**config.mk**
```make
export PLATFORM = sky130hd
export DESIGN_NAME = key_press_length_classifier_unit
export DESIGN_NICKNAME = d
export VERILOG_FILES = /design/src/hw/rtl/kplc_pkg.sv /design/src/hw/rtl/key_press_length_classifier_unit.sv
export SDC_FILE = /design/constraint.sdc
export NUM_CORES = 1
export LEC_CHECK = 0
export ABC_AREA = 1
export BUFFER_PORTS_ARGS = -buffer_cell sky130_fd_sc_hd__buf_2
export CORE_ASPECT_RATIO = 1.1
export CORE_MARGIN = 2
export CORE_UTILIZATION = 45
export DETAILED_ROUTE_END_ITERATION = 16
export SYNTH_ARGS = -nofsm -noshare
export SYNTH_HDL_FRONTEND = slang
export SYNTH_SLANG_ARGS = --single-unit
```
**constraint.sdc**
```tcl
create_clock -name clk_i -period 6.4 [get_ports clk_i]
set_input_delay 0.64 -clock clk_i [delete_from_list [all_inputs] [get_ports clk_i]]
set_output_delay 0.64 -clock clk_i [all_outputs]
set_load 0.02 [all_outputs]
```
**src/hw/rtl/kplc_pkg.sv**
```systemverilog
// ============================================================================
// kplc_pkg - shared types and constants of the key press length classifier
// Widths of the stream fields, register indexes and reset values.
// ============================================================================
package kplc_pkg;

  localparam int unsigned LINES_W = 5;
  localparam int unsigned STAMP_W = 32;
  localparam int unsigned CODE_W  = 3;
  localparam int unsigned LIMIT_W = 16;

  // Stream payload widths, padded to whole bytes.
  localparam int unsigned IN_TDATA_W  = 40;
  localparam int unsigned OUT_TDATA_W = 8;

  // All five active-low lines released.
  localparam logic [LINES_W-1:0] LINES_ALL_HIGH = 5'h1f;

  localparam logic [CODE_W-1:0] KEY_NONE = 3'd0;

  localparam logic [LIMIT_W-1:0] SHORT_LIMIT_RESET = 16'd200;
  localparam logic [LIMIT_W-1:0] LONG_LIMIT_RESET  = 16'd500;

  typedef enum logic [0:0] {
    CFG_SHORT_LIMIT = 1'b0,
    CFG_LONG_LIMIT  = 1'b1
  } cfg_index_e;

  typedef enum logic [0:0] {
    KIND_SHORT = 1'b0,
    KIND_LONG  = 1'b1
  } press_kind_e;

endpackage

```
**src/hw/rtl/key_press_length_classifier_unit.sv**
```systemverilog
// ============================================================================
// key_press_length_classifier_unit - short/long key press detector
// Classifies polls of five active-low key lines into short and long presses.
// ============================================================================
//
//  Channel  | Direction | Handshake                        | Payload
//  ---------+-----------+----------------------------------+---------------------------
//  s_axis   | in        | s_axis_tvalid / s_axis_tready    | key_lines_n, now_ms
//  m_axis   | out       | m_axis_tvalid / m_axis_tready    | key_code (tdata), kind (tuser)
//  cfg      | in        | cfg_valid_i / cfg_ready_o        | cfg_index_i, cfg_data_i
//
// A poll request accepted at one edge is captured in the input register, and its report,
// if any, is classified from there and written into the result register.
// One request is accepted every cycle while the result side keeps up, since the press and
// release times are updated in a single pass. Reset clears the timestamps, the held key
// and the valid flags and loads the default limits (200 ms short, 500 ms long). A stalled
// result register holds the input register, s_axis_tready drops only when both are full,
// and configuration writes are always accepted.

module key_press_length_classifier_unit #(
  parameter int unsigned TIME_WIDTH = 32
) (
  input  logic                                clk_i,
  input  logic                                rst_ni,

  input  logic                                s_axis_tvalid,
  output logic                                s_axis_tready,
  // Fields from bit 0 up: key_lines_n [4:0], now_ms [36:5], zero pad [39:37].
  input  logic [kplc_pkg::IN_TDATA_W-1:0]     s_axis_tdata,

  output logic                                m_axis_tvalid,
  input  logic                                m_axis_tready,
  // Fields from bit 0 up: key_code [2:0], zero pad [7:3].
  output logic [kplc_pkg::OUT_TDATA_W-1:0]    m_axis_tdata,
  // Fields from bit 0 up: press_kind [0].
  output logic                                m_axis_tuser,

  input  logic                                cfg_valid_i,
  output logic                                cfg_ready_o,
  input  logic                                cfg_index_i,
  input  logic [kplc_pkg::LIMIT_W-1:0]        cfg_data_i
);

  // --------------------------------------------------------------------------
  // Configuration registers.
  // --------------------------------------------------------------------------
  logic [kplc_pkg::LIMIT_W-1:0] short_limit_q, short_limit_d;
  logic [kplc_pkg::LIMIT_W-1:0] long_limit_q, long_limit_d;

  assign cfg_ready_o = 1'b1;

  always_comb begin
    short_limit_d = short_limit_q;
    long_limit_d  = long_limit_q;
    if (cfg_valid_i) begin
      unique case (kplc_pkg::cfg_index_e'(cfg_index_i))
        kplc_pkg::CFG_SHORT_LIMIT: short_limit_d = cfg_data_i;
        kplc_pkg::CFG_LONG_LIMIT:  long_limit_d  = cfg_data_i;
        default: ;
      endcase
    end
  end

  always_ff @(posedge clk_i or negedge rst_ni) begin
    if (!rst_ni) begin
      short_limit_q <= kplc_pkg::SHORT_LIMIT_RESET;
      long_limit_q  <= kplc_pkg::LONG_LIMIT_RESET;
    end else begin
      short_limit_q <= short_limit_d;
      long_limit_q  <= long_limit_d;
    end
  end

  // --------------------------------------------------------------------------
  // Input register. It advances whenever the result register is free or
  // being emptied in this cycle.
  // --------------------------------------------------------------------------
  logic                           in_valid_q, in_valid_d;
  logic [kplc_pkg::LINES_W-1:0]   in_lines_q;
  logic [kplc_pkg::STAMP_W-1:0]   in_stamp_q;
  logic                           advance;
  logic                           out_valid_q, out_valid_d;

  assign advance       = !out_valid_q || m_axis_tready;
  assign s_axis_tready = !in_valid_q || advance;

  always_comb begin
    in_valid_d = in_valid_q;
    if (s_axis_tready) begin
      in_valid_d = s_axis_tvalid;
    end
  end

  always_ff @(posedge clk_i or negedge rst_ni) begin
    if (!rst_ni) begin
      in_valid_q <= 1'b0;
    end else begin
      in_valid_q <= in_valid_d;
    end
  end

  always_ff @(posedge clk_i) begin
    if (s_axis_tvalid && s_axis_tready) begin
      in_lines_q <= s_axis_tdata[kplc_pkg::LINES_W-1:0];
      in_stamp_q <= s_axis_tdata[kplc_pkg::LINES_W +: kplc_pkg::STAMP_W];
    end
  end

  // The timestamp is used modulo 2^TIME_WIDTH; wider timers see zeros on top.
  logic [TIME_WIDTH-1:0] now_t;

  if (TIME_WIDTH > kplc_pkg::STAMP_W) begin : g_stamp_ext
    assign now_t = {{(TIME_WIDTH - kplc_pkg::STAMP_W){1'b0}}, in_stamp_q};
  end else begin : g_stamp_trunc
    assign now_t = in_stamp_q[TIME_WIDTH-1:0];
  end

  // --------------------------------------------------------------------------
  // Classification. The new press and release times feed the difference in
  // the same pass that stores them.
  // --------------------------------------------------------------------------
  logic [TIME_WIDTH-1:0]        release_q, release_d;
  logic [TIME_WIDTH-1:0]        press_q, press_d;
  logic [kplc_pkg::CODE_W-1:0]  held_q, held_d, held_new;
  logic [TIME_WIDTH-1:0]        diff;
  logic [TIME_WIDTH-1:0]        mag;
  logic                         report;
  logic                         kind;
  logic                         any_low;

  always_comb begin
    release_d = release_q;
    press_d   = press_q;
    held_new  = held_q;
    any_low   = 1'b0;

    if (in_lines_q == kplc_pkg::LINES_ALL_HIGH) begin
      release_d = now_t;
    end

    // The highest-numbered low line wins.
    for (int unsigned i = 0; i < kplc_pkg::LINES_W; i++) begin
      if (!in_lines_q[i]) begin
        held_new = kplc_pkg::CODE_W'(i + 1);
        any_low  = 1'b1;
      end
    end
    if (any_low) begin
      press_d = now_t;
    end

    diff   = release_d - press_d;
    mag    = '0 - diff;
    report = 1'b0;
    kind   = kplc_pkg::KIND_SHORT;

    if (held_new != kplc_pkg::KEY_NONE) begin
      if (!diff[TIME_WIDTH-1]) begin
        // Release came after the press: short when inside the window.
        if (diff < {{(TIME_WIDTH - kplc_pkg::LIMIT_W){1'b0}}, short_limit_q}) begin
          report = 1'b1;
        end
      end else begin
        // Press is later than release: the key is still held.
        if (mag > {{(TIME_WIDTH - kplc_pkg::LIMIT_W){1'b0}}, long_limit_q}) begin
          report = 1'b1;
          kind   = kplc_pkg::KIND_LONG;
        end
      end
    end

    held_d = report ? kplc_pkg::KEY_NONE : held_new;
  end

  always_ff @(posedge clk_i or negedge rst_ni) begin
    if (!rst_ni) begin
      release_q <= '0;
      press_q   <= '0;
      held_q    <= kplc_pkg::KEY_NONE;
    end else if (in_valid_q && advance) begin
      release_q <= release_d;
      press_q   <= press_d;
      held_q    <= held_d;
    end
  end

  // --------------------------------------------------------------------------
  // Result register.
  // --------------------------------------------------------------------------
  logic [kplc_pkg::CODE_W-1:0] out_code_q;
  logic                        out_kind_q;

  always_comb begin
    out_valid_d = out_valid_q;
    if (advance) begin
      out_valid_d = in_valid_q && report;
    end
  end

  always_ff @(posedge clk_i or negedge rst_ni) begin
    if (!rst_ni) begin
      out_valid_q <= 1'b0;
    end else begin
      out_valid_q <= out_valid_d;
    end
  end

  always_ff @(posedge clk_i) begin
    if (advance && in_valid_q && report) begin
      out_code_q <= held_new;
      out_kind_q <= kind;
    end
  end

  assign m_axis_tvalid = out_valid_q;
  assign m_axis_tdata  = {{(kplc_pkg::OUT_TDATA_W - kplc_pkg::CODE_W){1'b0}}, out_code_q};
  assign m_axis_tuser  = out_kind_q;

endmodule
```
==> results.json, run 1 <==
{
  "hp-class": "input port to asynchronous set/reset pin",
  "grt_pass1_vias": 8570,
  "cts_tree": "built",
  "critical_path_launch_point_type": "register",
  "insertion_delay_ns": 0.44,
  "slew_headroom": 0.389,
  "final_layout_size_suffix_gt1_frac": 0.135,
  "drt-wirelength-per-cell_um": 13.9,
  "timing_worst_slew_pin_value_ns": 0.909,
  "cts.root.buffer_cell": "sky130_fd_sc_hd__clkbuf_16",
  "final.fill_count": 2323,
  "worstReg2RegEnd": "out_code_q[2]$_DFFE_PP_",
  "multi_input_area_um2": 5670,
  "worstPathArrival_ns": 5.91,
  "drt_first_pass_iters": 7,
  "viasPerCell": 4.98,
  "gpl.final_weighted_congestion": 0.957,
  "finalWorstPathRequiredPeriod_ns": 5.73,
  "fin_nets": 1637,
  "routed_wl_um": 25400,
  "synthDominantCellAreaShare": 0.221,
  "buffer_ports.inserted": 64,
  "pwr_density_cell_nw_per_um2": 455,
  "post_layout_nonfiller_instances": 1830,
  "post_cts.repair.setup_buffers": 0,
  "timing.critical_path.slowest_cell_delay_ns": 0.41,
  "regArea_um2": 3770,
  "numCtsBuffers": 17,
  "grt_antenna_before_repair": 0,
  "holdBufCountCts": 0,
  "tritoncts_num_sinks": 142,
  "worstSetupEndpointType": "register",
  "timing.max_cap.violations": 0,
  "fp.dieArea_um2": 24400,
  "layout_common_cells": "sky130_fd_sc_hd__nand2_1, sky130_fd_sc_hd__inv_1, sky130_fd_sc_hd__o21ai_0",
  "max_clock_freq_mhz": 175,
  "cpMostUsedCell": "sky130_fd_sc_hd__nand2_1",
  "cts_max_level": 4,
  "cts_max_path_buffers": 2,
  "finalCritPeriodShare": 0.895,
  "critical_path_rt_ns": 6.59,
  "global_route.usage.total": 0.219,
  "worst_setup_hold_path_clk_slew_ns": 0.07,
  "synth_area_leaders": "sky130_fd_sc_hd__dfrtp_1, sky130_fd_sc_hd__nand2_1, sky130_fd_sc_hd__edfxtp_1",
  "syn-cell-area_um2": 10400,
  "cts_repair_resize_count": 0,
  "mux_cell_area_share_after_synthesis": 0.0230,
  "power.static_leakage_uw": 0.00577,
  "grt_pass1_wl_um": 42300,
  "global_route.overflow_total": 0,
  "timing.setup.critical_path_class": "register to register",
  "remaining_drc_errors": 0,
  "hpwlAfterDp_um": 19900,
  "die-height_um": 164,
  "critical_path.slowest_cell": "sky130_fd_sc_hd__ha_1",
  "rsz0062_at_grt": "false",
  "post_synth_fa_ha_maj_area_fraction": 0.0696,
  "floorplan.die.width_um": 149,
  "timing.critical_path.fanout_max": 17,
  "ant_nets": 0,
  "post_synth_and_or_nand_nor_area_fraction": 0.325,
  "avgSynthCellArea_um2": 7.13,
  "share_of_the_synthesized_netlist_area_taken_by_xor_and_xnor_gates": 0.0133,
  "instance_count_after_placement_with_tap_cells_included": 1798,
  "proportion_of_synthesized_chip_area_in_sequential_cells": 0.361,
  "synthCells": 1462,
  "largest_family_of_logic_cells_by_synthesized_area": "simple AND/OR/NAND/NOR gates",
  "clock_skew_ns": 0.00953,
  "worst_vdd_ir_mv": 0.222,
  "vias": 9111,
  "ioPinCount": 74,
  "detailedRoute.firstIterationViolations": 451,
  "setup_tns_ns": 0,
  "number_of_enable_flip_flop_cells_after_synthesis": 41,
  "yosys_most_used_dff": "sky130_fd_sc_hd__dfrtp_1",
  "setup_viol": 0,
  "worst_r2r_startpoint": "in_lines_q[0]$_DFFE_PP_",
  "synth_cell_types": 50,
  "area_delta_synth_final_pct": 11.1,
  "async_flop_share": 0.711,
  "largest_net_degree_at_the_start_of_global_routing": 82,
  "largest_area_contributor_in_the_netlist": "sky130_fd_sc_hd__dfrtp_1",
  "run_status": "complete, no violations",
  "yosysWarningCount": 0,
  "rows": 58,
  "diodes": 0,
  "synth_compound_area_frac": 0.110,
  "maxSlewViolCount": 0,
  "floorplan.initialDensity": 0.458,
  "layout_commonest_cell": "sky130_fd_sc_hd__nand2_1",
  "number_of_synthesized_register_bits": 142,
  "final_hold_vio_count": 0,
  "core-area_um2": 22800,
  "reg2reg_slack_ns": 0.67,
  "reg2regPathDepth": 32
}
==> flip-flops by register name (all words and copies together), names as in the netlist <==
| signal | flops |
|---|---|
| long_limit_q | 16 |
| in_lines_q | 5 |
| press_q | 32 |
| in_valid_q | 1 |
| m_axis_tuser | 1 |
| in_stamp_q | 32 |
| short_limit_q | 16 |
| held_q | 3 |
| m_axis_tvalid | 1 |
| release_q | 32 |
| out_code_q | 3 |
==> worst max-delay path by stage <==
| stage | startpoint | end | slack, ns |
|---|---|---|---|
| 6_report | in_lines_q[0]$_DFFE_PP_ | out_code_q[2]$_DFFE_PP_ | 0.67 |
| 3_3_place_gp | in_lines_q[0]$_DFFE_PP_ | out_code_q[2]$_DFFE_PP_ | 0.69 |
| 5_1_grt | in_lines_q[4]$_DFFE_PP_ | out_code_q[2]$_DFFE_PP_ | 0.01 |
| 4_1_cts | in_lines_q[0]$_DFFE_PP_ | out_code_q[2]$_DFFE_PP_ | 0.63 |
| 2_1_floorplan | in_lines_q[2]$_DFFE_PP_ | m_axis_tuser$_SDFFCE_PN0P_ | 0.94 |
| 3_5_place_dp | in_lines_q[0]$_DFFE_PP_ | m_axis_tuser$_SDFFCE_PN0P_ | 0.65 |
==> worst max-delay path: cells and delay by family, from the launching register on <==
kind	cells	cell delay, ns
adder cells (fa/ha/maj)	2	0.69
AND/OR/NAND/NOR	20	2.85
buffers and inverters	3	0.45
flip-flops	1	0.38
XOR/XNOR	1	0.21
AO/OA/AOI/OAI	6	0.87
==> metrics by stage <==
| stage | power, uW | hold WS, ns | setup WS [ns] | area (um^2) | util |
|---|---|---|---|---|---|
| after floorplan | 3530 | 0.344 | 0.940 | 10400 | - |
| after global placement | 4190 | 0.462 | 0.691 | 11000 | 0.482 |
| after detailed placement | 4240 | 0.471 | 0.652 | 11000 | 0.482 |
| after CTS | 5290 | 0.172 | 0.628 | 11600 | 0.509 |
| after global routing | 5790 | 0.188 | 0.0143 | 11600 | 0.509 |
| final | 5270 | 0.162 | 0.673 | 11600 | 0.509 |
==> synth_stat cells (all sizes together), types with 4 or more instances <==
cell type,instances
a21boi,4
a21oi,47
buf,15
clkbuf,24
dfrtp,92
dfstp,9
edfxtp,41
ha,58
inv,213
mux2i,24
nand2,515
nand3,87
nand3b,5
nand4,22
nor2,103
nor3,11
nor4,4
o21ai,149
xor2,13
==> power breakdown <==
group	total [uW]	internal, uW	switching [uW]	leakage [uW]
Combinational	2940	962	1980	0.00382
Clock	1030	558	474	0.000289
Sequential	1300	1190	112	0.00166
Total	5270	2710	2560	0.00577
==> per-layer routing <==
layer	vias up	share of wire	GRT usage	wire [um]
met3	31	0.044	0.0355	1120
met2	179	0.46	0.354	11600
met1	4093	0.48	0.301	12200
li1	4808	-	-	-
met5	-	0	0	0
met4	0	0.020	0.0667	518
==> layout make-up <==
type / instances / area share
multi-input combinational: 1071 / 0.489
sequential: 142 / 0.325
inverter: 214 / 0.0693
clock buffer: 17 / 0.0367
timing repair buffer: 71 / 0.0324
tap: 300 / 0.0324
clock inverter: 15 / 0.0146
==> cell families (layout without fill, tap and decap cells) <==
family	after synthesis	after routing
mux	24	24
simple gates	752	752
buf+inv	253	317
xor+xnor	15	15
fa+ha+maj	58	58
compound gates	216	216
other cells	2	6
flops	142	142
Note: power is estimated with default switching activity, not from simulation.
==> inputs of run 2 (changes only) <==
--- a/config.mk
+++ b/config.mk
@@ -11,6 +11,7 @@
 export CORE_MARGIN = 2
 export CORE_UTILIZATION = 45
 export DETAILED_ROUTE_END_ITERATION = 16
+export PLACE_DENSITY = 0.68
 export SYNTH_ARGS = -nofsm -noshare
 export SYNTH_HDL_FRONTEND = slang
 export SYNTH_SLANG_ARGS = --single-unit
==> run 2 against run 1 <==
Against the previous run:
- final area is 0.46% higher
- first-iteration DRC count is 37% higher
- critical path depth stayed put
- clock skew is 0.0013 ns higher
- cell count stayed put
- highest routed layer unchanged
- sequential share of layout area is 0.15 points lower
- flip-flop and latch count stayed put
- non-clock buffer count stayed put
- worst setup slack worse by 0.028 ns
- critical endpoint is now m_axis_tuser$_SDFFCE_PN0P_
- largest power group unchanged
- die area stayed put
- hold slack better by 0.071 ns
==> results.json, run 2 (same netlist as run 1, synthesis figures left out) <==
{
  "reg2reg_slack_ns": 0.65,
  "worst_r2r_startpoint": "in_lines_q[2]$_DFFE_PP_",
  "routed_wl_um": 25200,
  "clock_skew_ns": 0.0109,
  "post_cts.repair.setup_buffers": 0,
  "largest_net_degree_at_the_start_of_global_routing": 82,
  "setup_tns_ns": 0,
  "rsz0062_at_grt": "false",
  "drt_first_pass_iters": 5,
  "fin_nets": 1637,
  "maxSlewViolCount": 0,
  "diodes": 0,
  "timing.max_cap.violations": 0,
  "cts_repair_resize_count": 0,
  "placed_area_um2": 11000,
  "slew_headroom": 0.386,
  "floorplan.initialDensity": 0.458,
  "hp-class": "input port to asynchronous set/reset pin",
  "grt_pass1_vias": 8846,
  "remaining_drc_errors": 0,
  "cts_max_level": 4,
  "drt-wirelength-per-cell_um": 13.8,
  "hpwlAfterDp_um": 19500,
  "ant_nets": 0,
  "worstPathArrival_ns": 5.95,
  "floorplan.die.width_um": 149,
  "timing_worst_slew_pin_value_ns": 0.914,
  "final_core_utilization": 0.511,
  "pwr_density_cell_nw_per_um2": 459,
  "timing.critical_path.fanout_max": 70,
  "rows": 58,
  "critical_path_rt_ns": 6.60,
  "final_hold_vio_count": 0,
  "layout.cell_area.non_filler_um2": 11600,
  "critical_path.slowest_cell": "sky130_fd_sc_hd__edfxtp_1",
  "post_layout_nonfiller_instances": 1830,
  "viasPerCell": 5.09,
  "worst_vdd_ir_mv": 0.317,
  "die-height_um": 164,
  "numCtsBuffers": 17,
  "grt_pass1_wl_um": 42200,
  "timing.critical_path.slowest_cell_delay_ns": 0.38,
  "detailedRoute.firstIterationViolations": 620,
  "setup_viol": 0,
  "power.static_leakage_uw": 0.00579,
  "global_route.usage.total": 0.216,
  "critical_path_launch_point_type": "register",
  "holdBufCountCts": 0,
  "layout_common_cells": "sky130_fd_sc_hd__nand2_1, sky130_fd_sc_hd__inv_1, sky130_fd_sc_hd__o21ai_0",
  "ioPinCount": 74,
  "tritoncts_num_sinks": 142,
  "gpl.final_weighted_congestion": 0.953,
  "finalWorstPathRequiredPeriod_ns": 5.75,
  "vias": 9307,
  "core-area_um2": 22800,
  "run_status": "complete, no violations",
  "worst_setup_hold_path_clk_slew_ns": 0.07,
  "insertion_delay_ns": 0.44,
  "final.fill_count": 2213,
  "global_route.overflow_total": 0,
  "area_delta_synth_final_pct": 11.6,
  "buffer_ports.inserted": 64,
  "cts.root.buffer_cell": "sky130_fd_sc_hd__clkbuf_16",
  "final_layout_size_suffix_gt1_frac": 0.135,
  "fp.dieArea_um2": 24400,
  "timing.setup.critical_path_class": "register to register",
  "reg.largest.list": "in_stamp_q: 32 flops, press_q: 32 flops, release_q: 32 flops",
  "grt_antenna_before_repair": 0,
  "worstSetupEndpointType": "register",
  "max_clock_freq_mhz": 174,
  "cpMostUsedCell": "sky130_fd_sc_hd__nand2_1",
  "instance_count_after_placement_with_tap_cells_included": 1798,
  "layout_commonest_cell": "sky130_fd_sc_hd__nand2_1",
  "cts_tree": "built",
  "finalCritPeriodShare": 0.899,
  "setup.worst_path.start": "in_lines_q[2]$_DFFE_PP_",
  "cts_max_path_buffers": 2
}
## run 2: changes by cell type in the layout (fill, tap and decap cells not counted)
cell / change
sky130_fd_sc_hd__clkinv_8: +4
sky130_fd_sc_hd__clkinvlp_4: -2
sky130_fd_sc_hd__buf_12: +1
sky130_fd_sc_hd__buf_4: -1
sky130_fd_sc_hd__clkinv_2: -1
sky130_fd_sc_hd__inv_12: +1
sky130_fd_sc_hd__inv_6: -1
sky130_fd_sc_hd__inv_8: -1
## run 2: where the power goes
part / switching, uW / internal [uW] / total [uW]
registers: 116 / 1190 / 1310
logic: 2000 / 972 / 2970
clock network: 496 / 573 / 1070
## run 2: area by class of cell
type                    count  area [um^2]  share of cell area
clock buffers              17          425              0.0365
clock inverters            15          210              0.0181
inverters                 214          803              0.0690
multi-input cells        1071         5670               0.487
flip-flops and latches    142         3770               0.324
well taps                 300          375              0.0322
repair buffers             71          388              0.0333
## run 2: path summary, 6_finish.rpt
check,to,depth (start not counted)
worst max-delay path,m_axis_tuser$_SDFFCE_PN0P_,32
worst min-delay path,long_limit_q[1]$_DFFE_PN0P_,1
worst max register to register,m_axis_tuser$_SDFFCE_PN0P_,32
worst min register to register,press_q[31]$_DFFE_PN0P_,2
max in group asynchronous,press_q[21]$_DFFE_PN0P_,2
min in group clk_i,in_stamp_q[31]$_DFFE_PP_,1
## run 2: worst max-delay path, delay by kind of cell (launching register included)
| kind | cells | cell delay (ns) |
|---|---|---|
| compound gates | 5 | 0.74 |
| xor+xnor | 1 | 0.23 |
| fa+ha+maj | 2 | 0.65 |
| buf+inv | 4 | 0.60 |
| flops | 1 | 0.38 |
| mux | 1 | 0.27 |
| simple gates | 19 | 2.60 |
## run 2: routing by layer
layer	vias to the layer above	track usage	share of wire
li1	4793	-	-
met1	4242	0.287	0.47
met2	232	0.364	0.47
met3	40	0.0288	0.041
met4	0	0.0736	0.024
met5	-	0	0
## run 2: through the flow
stage               power, uW  setup slack, ns  hold slack, ns
floorplan                3530            0.940           0.344
global placement         4170            0.795           0.463
detailed placement       4250            0.713           0.472
CTS                      5350            0.686           0.247
global route             5840            0.161           0.276
finish                   5350            0.645           0.233
